### src/rtl/core/pw1w_pkg.sv
// Package for the pulse-width one-wire sender: phase type, operation codes,
// register indexes and reset values. No dependencies.
package pw1w_pkg;

    localparam int unsigned TickWidth   = 16;
    localparam int unsigned ByteWidth   = 8;
    localparam int unsigned BitCntWidth = 4;
    localparam int unsigned CfgIdxWidth = 2;

    typedef logic [TickWidth-1:0]   ticks_t;
    typedef logic [ByteWidth-1:0]   byte_t;
    typedef logic [BitCntWidth-1:0] bit_cnt_t;
    typedef logic [CfgIdxWidth-1:0] cfg_idx_t;

    // Frame phases
    typedef enum logic [1:0] {
        PH_IDLE  = 2'd0,
        PH_START = 2'd1,
        PH_HIGH  = 2'd2,
        PH_LOW   = 2'd3
    } phase_t;

    // Operation codes of an input beat
    localparam logic OP_TICK = 1'b0;
    localparam logic OP_SEND = 1'b1;

    // Configuration register indexes
    localparam cfg_idx_t CFG_START_LOW = 2'd0;
    localparam cfg_idx_t CFG_LONG      = 2'd1;
    localparam cfg_idx_t CFG_SHORT     = 2'd2;

    // Register reset values
    localparam ticks_t START_LOW_RESET = 16'd5000;
    localparam ticks_t LONG_RESET      = 16'd600;
    localparam ticks_t SHORT_RESET     = 16'd200;

    localparam bit_cnt_t BITS_PER_FRAME = 4'd8;

endpackage

### src/rtl/core/pulse_width_one_wire_sender.sv
// Pulse-width one-wire sender: frame sequencer and result register.
// Depends on pw1w_pkg.
//
//   channel  direction  handshake               payload
//   in       in         in_valid / in_ready     operation, data_byte
//   out      out        out_valid / out_ready   line_level, busy_res, accepted, frame_done
//   cfg      in         cfg_wr_en (no wait)     cfg_addr, cfg_wdata
//
// One beat per cycle unless the output stalls: each input beat is processed in the
// cycle it is accepted and its result sits in the output register on the next cycle.
// in_ready is high whenever the output register is empty or being drained.
// A stalled output holds its beat; the sequencer state advances only on accepted beats.
// Reset is asynchronous, active low; the line idles high after reset.
module pulse_width_one_wire_sender (
    input  logic                 clk,
    input  logic                 rst_n,
    input  logic                 in_valid,
    output logic                 in_ready,
    input  logic                 operation,
    input  pw1w_pkg::byte_t      data_byte,
    output logic                 out_valid,
    input  logic                 out_ready,
    output logic                 line_level,
    output logic                 busy_res,
    output logic                 accepted,
    output logic                 frame_done,
    input  logic                 cfg_wr_en,
    input  pw1w_pkg::cfg_idx_t   cfg_addr,
    input  pw1w_pkg::ticks_t     cfg_wdata
);
    import pw1w_pkg::*;

    ticks_t   start_low_reg;
    ticks_t   long_reg;
    ticks_t   short_reg;

    phase_t   phase_reg,  phase_next;
    ticks_t   remain_reg, remain_next;
    byte_t    shift_reg,  shift_next;
    bit_cnt_t bits_reg,   bits_next;
    logic     line_reg,   line_next;

    logic     out_valid_reg, out_valid_next;
    logic     level_reg, busy_reg, acc_reg, done_reg;

    logic     in_fire;
    logic     is_tick;
    logic     period_end;
    bit_cnt_t bits_dec;
    logic     acc_now;
    logic     done_now;

    assign in_ready = !out_valid_reg || out_ready;
    assign in_fire  = in_valid && in_ready;
    assign is_tick  = (operation == OP_TICK);
    assign period_end = (remain_reg <= ticks_t'(1));
    assign bits_dec = bits_reg - bit_cnt_t'(1);

    // Write configuration registers
    always_ff @(posedge clk or negedge rst_n)
    begin
        if (!rst_n)
        begin
            start_low_reg <= START_LOW_RESET;
            long_reg      <= LONG_RESET;
            short_reg     <= SHORT_RESET;
        end
        else if (cfg_wr_en)
        begin
            case (cfg_addr)
                CFG_START_LOW: start_low_reg <= cfg_wdata;
                CFG_LONG:      long_reg      <= cfg_wdata;
                CFG_SHORT:     short_reg     <= cfg_wdata;
                default:       ;
            endcase
        end
    end

    // Next state of the frame sequencer
    always_comb
    begin
        phase_next  = phase_reg;
        remain_next = remain_reg;
        shift_next  = shift_reg;
        bits_next   = bits_reg;
        line_next   = line_reg;
        if (in_fire)
        begin
            if (!is_tick)
            begin
                // Start a frame only from idle; drop requests while busy
                if (phase_reg == PH_IDLE)
                begin
                    shift_next  = data_byte;
                    bits_next   = BITS_PER_FRAME;
                    line_next   = 1'b0;
                    phase_next  = PH_START;
                    remain_next = start_low_reg;
                end
            end
            else if (phase_reg != PH_IDLE)
            begin
                if (!period_end)
                begin
                    remain_next = remain_reg - ticks_t'(1);
                end
                else
                begin
                    case (phase_reg)
                        PH_START:
                        begin
                            line_next   = 1'b1;
                            phase_next  = PH_HIGH;
                            remain_next = shift_reg[0] ? long_reg : short_reg;
                        end
                        PH_HIGH:
                        begin
                            line_next   = 1'b0;
                            phase_next  = PH_LOW;
                            remain_next = shift_reg[0] ? short_reg : long_reg;
                        end
                        PH_LOW:
                        begin
                            shift_next = shift_reg >> 1;
                            bits_next  = bits_dec;
                            line_next  = 1'b1;
                            if (bits_dec == '0)
                            begin
                                phase_next  = PH_IDLE;
                                remain_next = '0;
                            end
                            else
                            begin
                                phase_next  = PH_HIGH;
                                remain_next = shift_reg[1] ? long_reg : short_reg;
                            end
                        end
                        default: ;
                    endcase
                end
            end
        end
    end

    // Status flags of the current beat
    always_comb
    begin
        acc_now  = 1'b0;
        done_now = 1'b0;
        case (phase_reg)
            PH_IDLE:
            begin
                acc_now = !is_tick;
            end
            PH_LOW:
            begin
                done_now = is_tick && period_end && (bits_dec == '0);
            end
            default: ;
        endcase
    end

    // Hold sequencer state
    always_ff @(posedge clk or negedge rst_n)
    begin
        if (!rst_n)
        begin
            phase_reg  <= PH_IDLE;
            remain_reg <= '0;
            shift_reg  <= '0;
            bits_reg   <= '0;
            line_reg   <= 1'b1;
        end
        else
        begin
            phase_reg  <= phase_next;
            remain_reg <= remain_next;
            shift_reg  <= shift_next;
            bits_reg   <= bits_next;
            line_reg   <= line_next;
        end
    end

    // Keep the result beat until it is taken
    assign out_valid_next = in_fire || (out_valid_reg && !out_ready);

    always_ff @(posedge clk or negedge rst_n)
    begin
        if (!rst_n)
        begin
            out_valid_reg <= 1'b0;
        end
        else
        begin
            out_valid_reg <= out_valid_next;
        end
    end

    // Load the result payload
    always_ff @(posedge clk)
    begin
        if (in_fire)
        begin
            level_reg <= line_next;
            busy_reg  <= (phase_next != PH_IDLE);
            acc_reg   <= acc_now;
            done_reg  <= done_now;
        end
    end

    assign out_valid  = out_valid_reg;
    assign line_level = level_reg;
    assign busy_res   = busy_reg;
    assign accepted   = acc_reg;
    assign frame_done = done_reg;

endmodule

### config.mk
export PLATFORM = sky130hd
export DESIGN_NAME = pulse_width_one_wire_sender
export DESIGN_NICKNAME = d
export VERILOG_FILES = /design/src/rtl/core/pw1w_pkg.sv /design/src/rtl/core/pulse_width_one_wire_sender.sv
export SDC_FILE = /design/constraint.sdc
export NUM_CORES = 1
export LEC_CHECK = 0
export BUFFER_PORTS_ARGS = -buffer_cell sky130_fd_sc_hd__buf_4
export CAP_MARGIN = 20
export CORE_MARGIN = 8
export CORE_UTILIZATION = 65
export CTS_CLUSTER_DIAMETER = 200
export CTS_CLUSTER_SIZE = 30
export DETAILED_ROUTE_END_ITERATION = 8
export PLACE_DENSITY = 0.86
export SYNTH_ARGS = -nofsm -noshare
export SYNTH_HDL_FRONTEND = slang
export SYNTH_SLANG_ARGS = --single-unit
### constraint.sdc
create_clock -name clk -period 4.6 [get_ports clk]
set_input_delay 0.46 -clock clk [delete_from_list [all_inputs] [get_ports clk]]
set_output_delay 0.46 -clock clk [all_outputs]
set_load 0.01 [all_outputs]
Word-level counts from Yosys, hierarchy flattened
Cells that the tools add are included.
- bits in registers: 84
- bits of input ports: 32
- output and inout bits: 6
- word-level logic and storage cells: 78
- add/sub/neg operators: 2
- order comparisons: 1
- equality and inequality tests: 7
- mux-type cells: 32
- bitwise gates (word level): 1
- reductions and logical operators: 22
- operators by type and width (operator ; count):
    two-way mux 16 bit ; 8
    one-hot mux 16 bit (3 select lines) ; 1
    two-way mux 8 bit ; 5
    two-way mux 4 bit ; 5
    less-or-equal comparator 16 x 1 -> 1 bit (second input constant) ; 1
    subtractor 16 x 1 -> 16 bit (second input constant) ; 1
    two-way mux 2 bit ; 6
    nonzero test 2 bit ; 5
    equality test 2 bit (second input constant) ; 3
    one-hot mux 2 bit (3 select lines) ; 1
    AND reduction 2 bit ; 3
    two-way mux 1 bit ; 5
    != test 5 x 2 -> 1 bit (second input constant) ; 1
    AND reduction 5 bit ; 1
    equality test 2 x 1 -> 1 bit (second input constant) ; 2
    logical AND 1 bit ; 4
    zero test 2 bit ; 2
    zero test 4 bit ; 1
    AND reduction 4 bit ; 1
    subtractor 4 x 1 -> 4 bit (second input constant) ; 1
    zero test 1 bit ; 2
    logical OR 1 bit ; 2
    != test 2 x 1 -> 1 bit (second input constant) ; 1
    one-hot mux 1 bit (2 select lines) ; 1
    other kinds (2) ; 2

Longest topological paths before layout
- depth in word-level cells: 9
- depth in mapped cells: 10
- gate-level depth less buffers: 7

Worst setup path before layout
OpenSTA, ideal clock, no wires.
- kind: reg-to-reg
- start point: register remain_reg[1]
- end point: register bits_reg[0]
- setup time: 125 ps
- data arrival time: 2211 ps
- data required time: 4475 ps
- path slack: 2264 ps
- stages on the path, launching flop included: 10
- buffers on the path: 2
- period minus slack after synthesis: 2336 ps
- cells stage by stage: dfrtp_1 > clkbuf_1 > inv_1 > ha_1 > clkbuf_1 > o21bai_1 > nor2_1 > nand3_1 > a21oi_4 > mux2_2
- cells in the longest elaborated chain, start to end: 3
- RTL lines (element ; RTL line ; text):
    start: declaration ; pulse_width_one_wire_sender.sv:38 ; ticks_t remain_reg, remain_next;
    start signal: assignment ; pulse_width_one_wire_sender.sv:177 ; remain_reg <= remain_next;
    less-or-equal comparator 16 x 1 -> 1 bit ; pulse_width_one_wire_sender.sv:56 ; assign period_end = (remain_reg <= ticks_t'(1));
    nonzero test 2 bit (no source line) ; -- ;
    AND reduction 5 bit (no source line) ; -- ;
    end signal: assignment ; pulse_width_one_wire_sender.sv:179 ; bits_reg <= bits_next;
    end: declaration ; pulse_width_one_wire_sender.sv:40 ; bit_cnt_t bits_reg, bits_next;
No other way between the ends.
A chain may end at the register's enable or synchronous reset.

Final worst setup path
- start point: register phase_reg[1]
- end point: register remain_reg[2]
- cells in the longest elaborated chain, start to end: 5
- elaborated cells on any way between the ends: 13
- classes of those cells: eq/ne: 5; mux: 4; reduce/logical: 4
- RTL lines (element ; RTL line ; text):
    start: declaration ; pulse_width_one_wire_sender.sv:37 ; phase_t phase_reg, phase_next;
    start signal: assignment ; pulse_width_one_wire_sender.sv:176 ; phase_reg <= phase_next;
    equality test 2 bit / equality test 2 x 1 -> 1 bit (equally long branches) ; pulse_width_one_wire_sender.sv:109 ; case (phase_reg)
    one-hot mux 16 bit (3 select lines) ; pulse_width_one_wire_sender.sv:109 ;
    two-way mux 16 bit ; pulse_width_one_wire_sender.sv:103 ; if (!period_end)
    two-way mux 16 bit ; pulse_width_one_wire_sender.sv:101 ; else if (phase_reg != PH_IDLE)
    two-way mux 16 bit ; pulse_width_one_wire_sender.sv:89 ; if (!is_tick)
Several ways; a longest one is shown, not always the timed one. The select of a mux whose other input is x is not followed.

==> out/qor.csv <==
metric,value,unit
grt_max_degree,81,
die_area,10280,µm²
cts_made_buffers,9,
initial_core_util,66.03,%
post-place-ws,1757,ps
dp_hpwl,7911,µm
worstSetupPathType,register to register,
grt_setup_unrepaired,false,
max_stage_delay,900,ps
grt_pass1_vias,3834,
post_cts_resized,0,
ioPinCount,38,
cap_violations,0,
synth_top_cell_by_area,dfrtp_1,
synth-seq-cells,84,
die_h,101.4,µm
postLayoutCellArea,5238,µm²
hp-class,primary input to asynchronous set/reset pin,
initialDrtViolationCount,238,
rows,31,
path_cells,o21ba_2 -> o211a_1 -> nand3_1 -> a221oi_1 -> a221oi_2,
critPathLaunchType,register,
netlist_top_cells_count,"mux2_2, dfrtp_1, mux2i_1",
maxSlewHeadroom,33.78,%
grt_util_met3,5.017,%
powerDensity,425.1,nW/µm²
fin_nets,485,
post_cts_buffers,0,
utilization,72.99,%
drt_wl_total,11300,µm
clock_skew,11.36,ps
async_flop_share,95.24,%
drtPass1Iterations,4,
clkLatencyLatePin,360,ps
synth_edf_count,4,
worst_ep_required_time,4810,ps
synth_area,4738,µm²
synth.avg_cell_area,11.12,µm²
synth.most_common_cell,mux2_2,
h-tree-depth,3,
critPathMaxFanout,24,
status,finished clean,
die_w,101.4,µm
finalSetupViolations,0,
fin_setup_tns,0,ps
track_usage,23.41,%
ys.warnings.count,0,
ctsHoldBuffers,0,
wl_per_cell,20.42,µm
setup.worst_path.end_class,register,
vias,3612,
grt_use_met1,28.31,%
synth_area_leaders,"dfrtp_1, mux2_2, dfstp_2",
antenna_cells,0,
area_growth,10.54,%
r2r_slack,1730,ps
core,7176,µm²
layout-drive-gt1-share,33.04,%
worst_pin_slew,993.2,ps
antenna_found_initial,0,
synth_ff_type,dfrtp_1,
antenna_left,0,
ir_drop,0.0002402,V
setup_ws,1725,ps
fin_crit,2875,ps
gp_congestion,0.9453,
grt_overflow_total,0,
grt_pass1_wl,18890,µm
fmax,347.8,MHz
hold_viol,0,
numPortBuffers,37,
drc_errors,0,
top_usage_layer,met2,
cts_tree,built,
crit_slowest_cell,dfrtp_1,
placed_area,5054,µm²
grtUsageMet2,39.22,%
crit_family,compound AO/OA/AOI/OAI gates,
syn-num-nets,462,
finalMaxSlewViolations,0,
worst_r2r_endpoint,remain_reg[2]$_DFFE_PN0P_,
fin_crit_sh,62.50,%
path_clk_slew,80,ps
ff2ff_path_depth,5,
power.static_leakage,2.152,nW
crit_arrival,3080,ps
vias_per_cell,6.532,
clkSinkCount,84,
clockBufferDepth,2,
timing.rr.start,phase_reg[1]$_DFF_PN0_,
ys_types,68,
crit_buf_inv,0,
synth_top_area_share,35.38,%
root_buffer,clkbuf_8,
synth_cells,426,
synth-seq-area-share,45.13,%
[worst max path at each step]
stage,end,startpoint,cells past startpoint,slack (ps)
CTS,remain_reg[2]$_DFFE_PN0P_,phase_reg[1]$_DFF_PN0_,5,1790
finish,remain_reg[2]$_DFFE_PN0P_,phase_reg[1]$_DFF_PN0_,5,1730
detailed placement,remain_reg[2]$_DFFE_PN0P_,operation,6,1760
global placement,remain_reg[2]$_DFFE_PN0P_,operation,6,1850
floorplan,bits_reg[0]$_DFFE_PN0P_,remain_reg[1]$_DFFE_PN0P_,9,2260
global route,remain_reg[2]$_DFFE_PN0P_,phase_reg[1]$_DFF_PN0_,5,1550
[cell families (layout without fill, tap and decap cells)]
group                      after synthesis  count (layout)  share of synthesized area (%)
DFF                                     84              84                          45.13
AOI/OAI and AO/OA                       98              98                          15.58
buffers and inverters                   41              69                          3.433
muxes                                  100             100                          23.00
and+or+nand+nor                         94              94                          10.88
adders and majority gates                4               4                          1.056
xor gates and xnor gates                 5               5                         0.9242
[stage by stage]
stage	cells	power [W]	hold WS [ps]
CTS	553	0.002223	298.0
finish	553	0.002226	245.8
global placement	537	0.001674	487.4
detailed placement	537	0.001717	495.7
global route	553	0.002336	319.2
floorplan	426	0.001527	164.4
[cells in the final DEF, fill, tap and decap left out, drive strengths merged, types with 10 or more instances in the layout]
| cell type | Yosys | final |
|---|---|---|
| a21oi | 13 | 13 |
| buf | 7 | 40 |
| clkbuf | 21 | 11 |
| dfrtp | 67 | 67 |
| dfstp | 13 | 13 |
| inv | 13 | 13 |
| mux2 | 71 | 71 |
| mux2i | 29 | 29 |
| nand2 | 17 | 17 |
| nand3 | 10 | 10 |
| nor2 | 21 | 21 |
| nor3 | 11 | 11 |
| o21ai | 16 | 16 |
| o22ai | 15 | 15 |
[worst reg2reg max path: cells and delay by family, from the launching register on]
family | cells | cell delay [ps]
AO/OA/AOI/OAI | 4 | 1400
flip-flops | 1 | 900
AND/OR/NAND/NOR | 1 | 440
[where the power goes]
part	internal, W	leakage, nW	switching, W
Combinational	0.000330	1.10	0.000300
Sequential	0.000909	0.963	0.000177
Clock	0.000248	0.0846	0.000262
Total	0.00149	2.15	0.000740
[layout make-up]
| cell class | instances | area (µm²) |
|---|---|---|
| Inverter | 13 | 48.80 |
| Timing Repair Buffer | 40 | 300.3 |
| Clock inverter | 5 | 52.55 |
| Clock buffer | 11 | 131.4 |
| Fill cell | 528 | 1938 |
| Sequential cell | 84 | 2138 |
| Multi-Input combinational cell | 301 | 2442 |
| Tap cell | 99 | 123.9 |
[layer usage]
layer,vias to the layer above,wire [µm]
li1,1664,-
met1,1790,4791
met2,133,5576
met3,25,679
met4,0,247
met5,-,0
No activity file was read; power rests on OpenSTA's default activity.
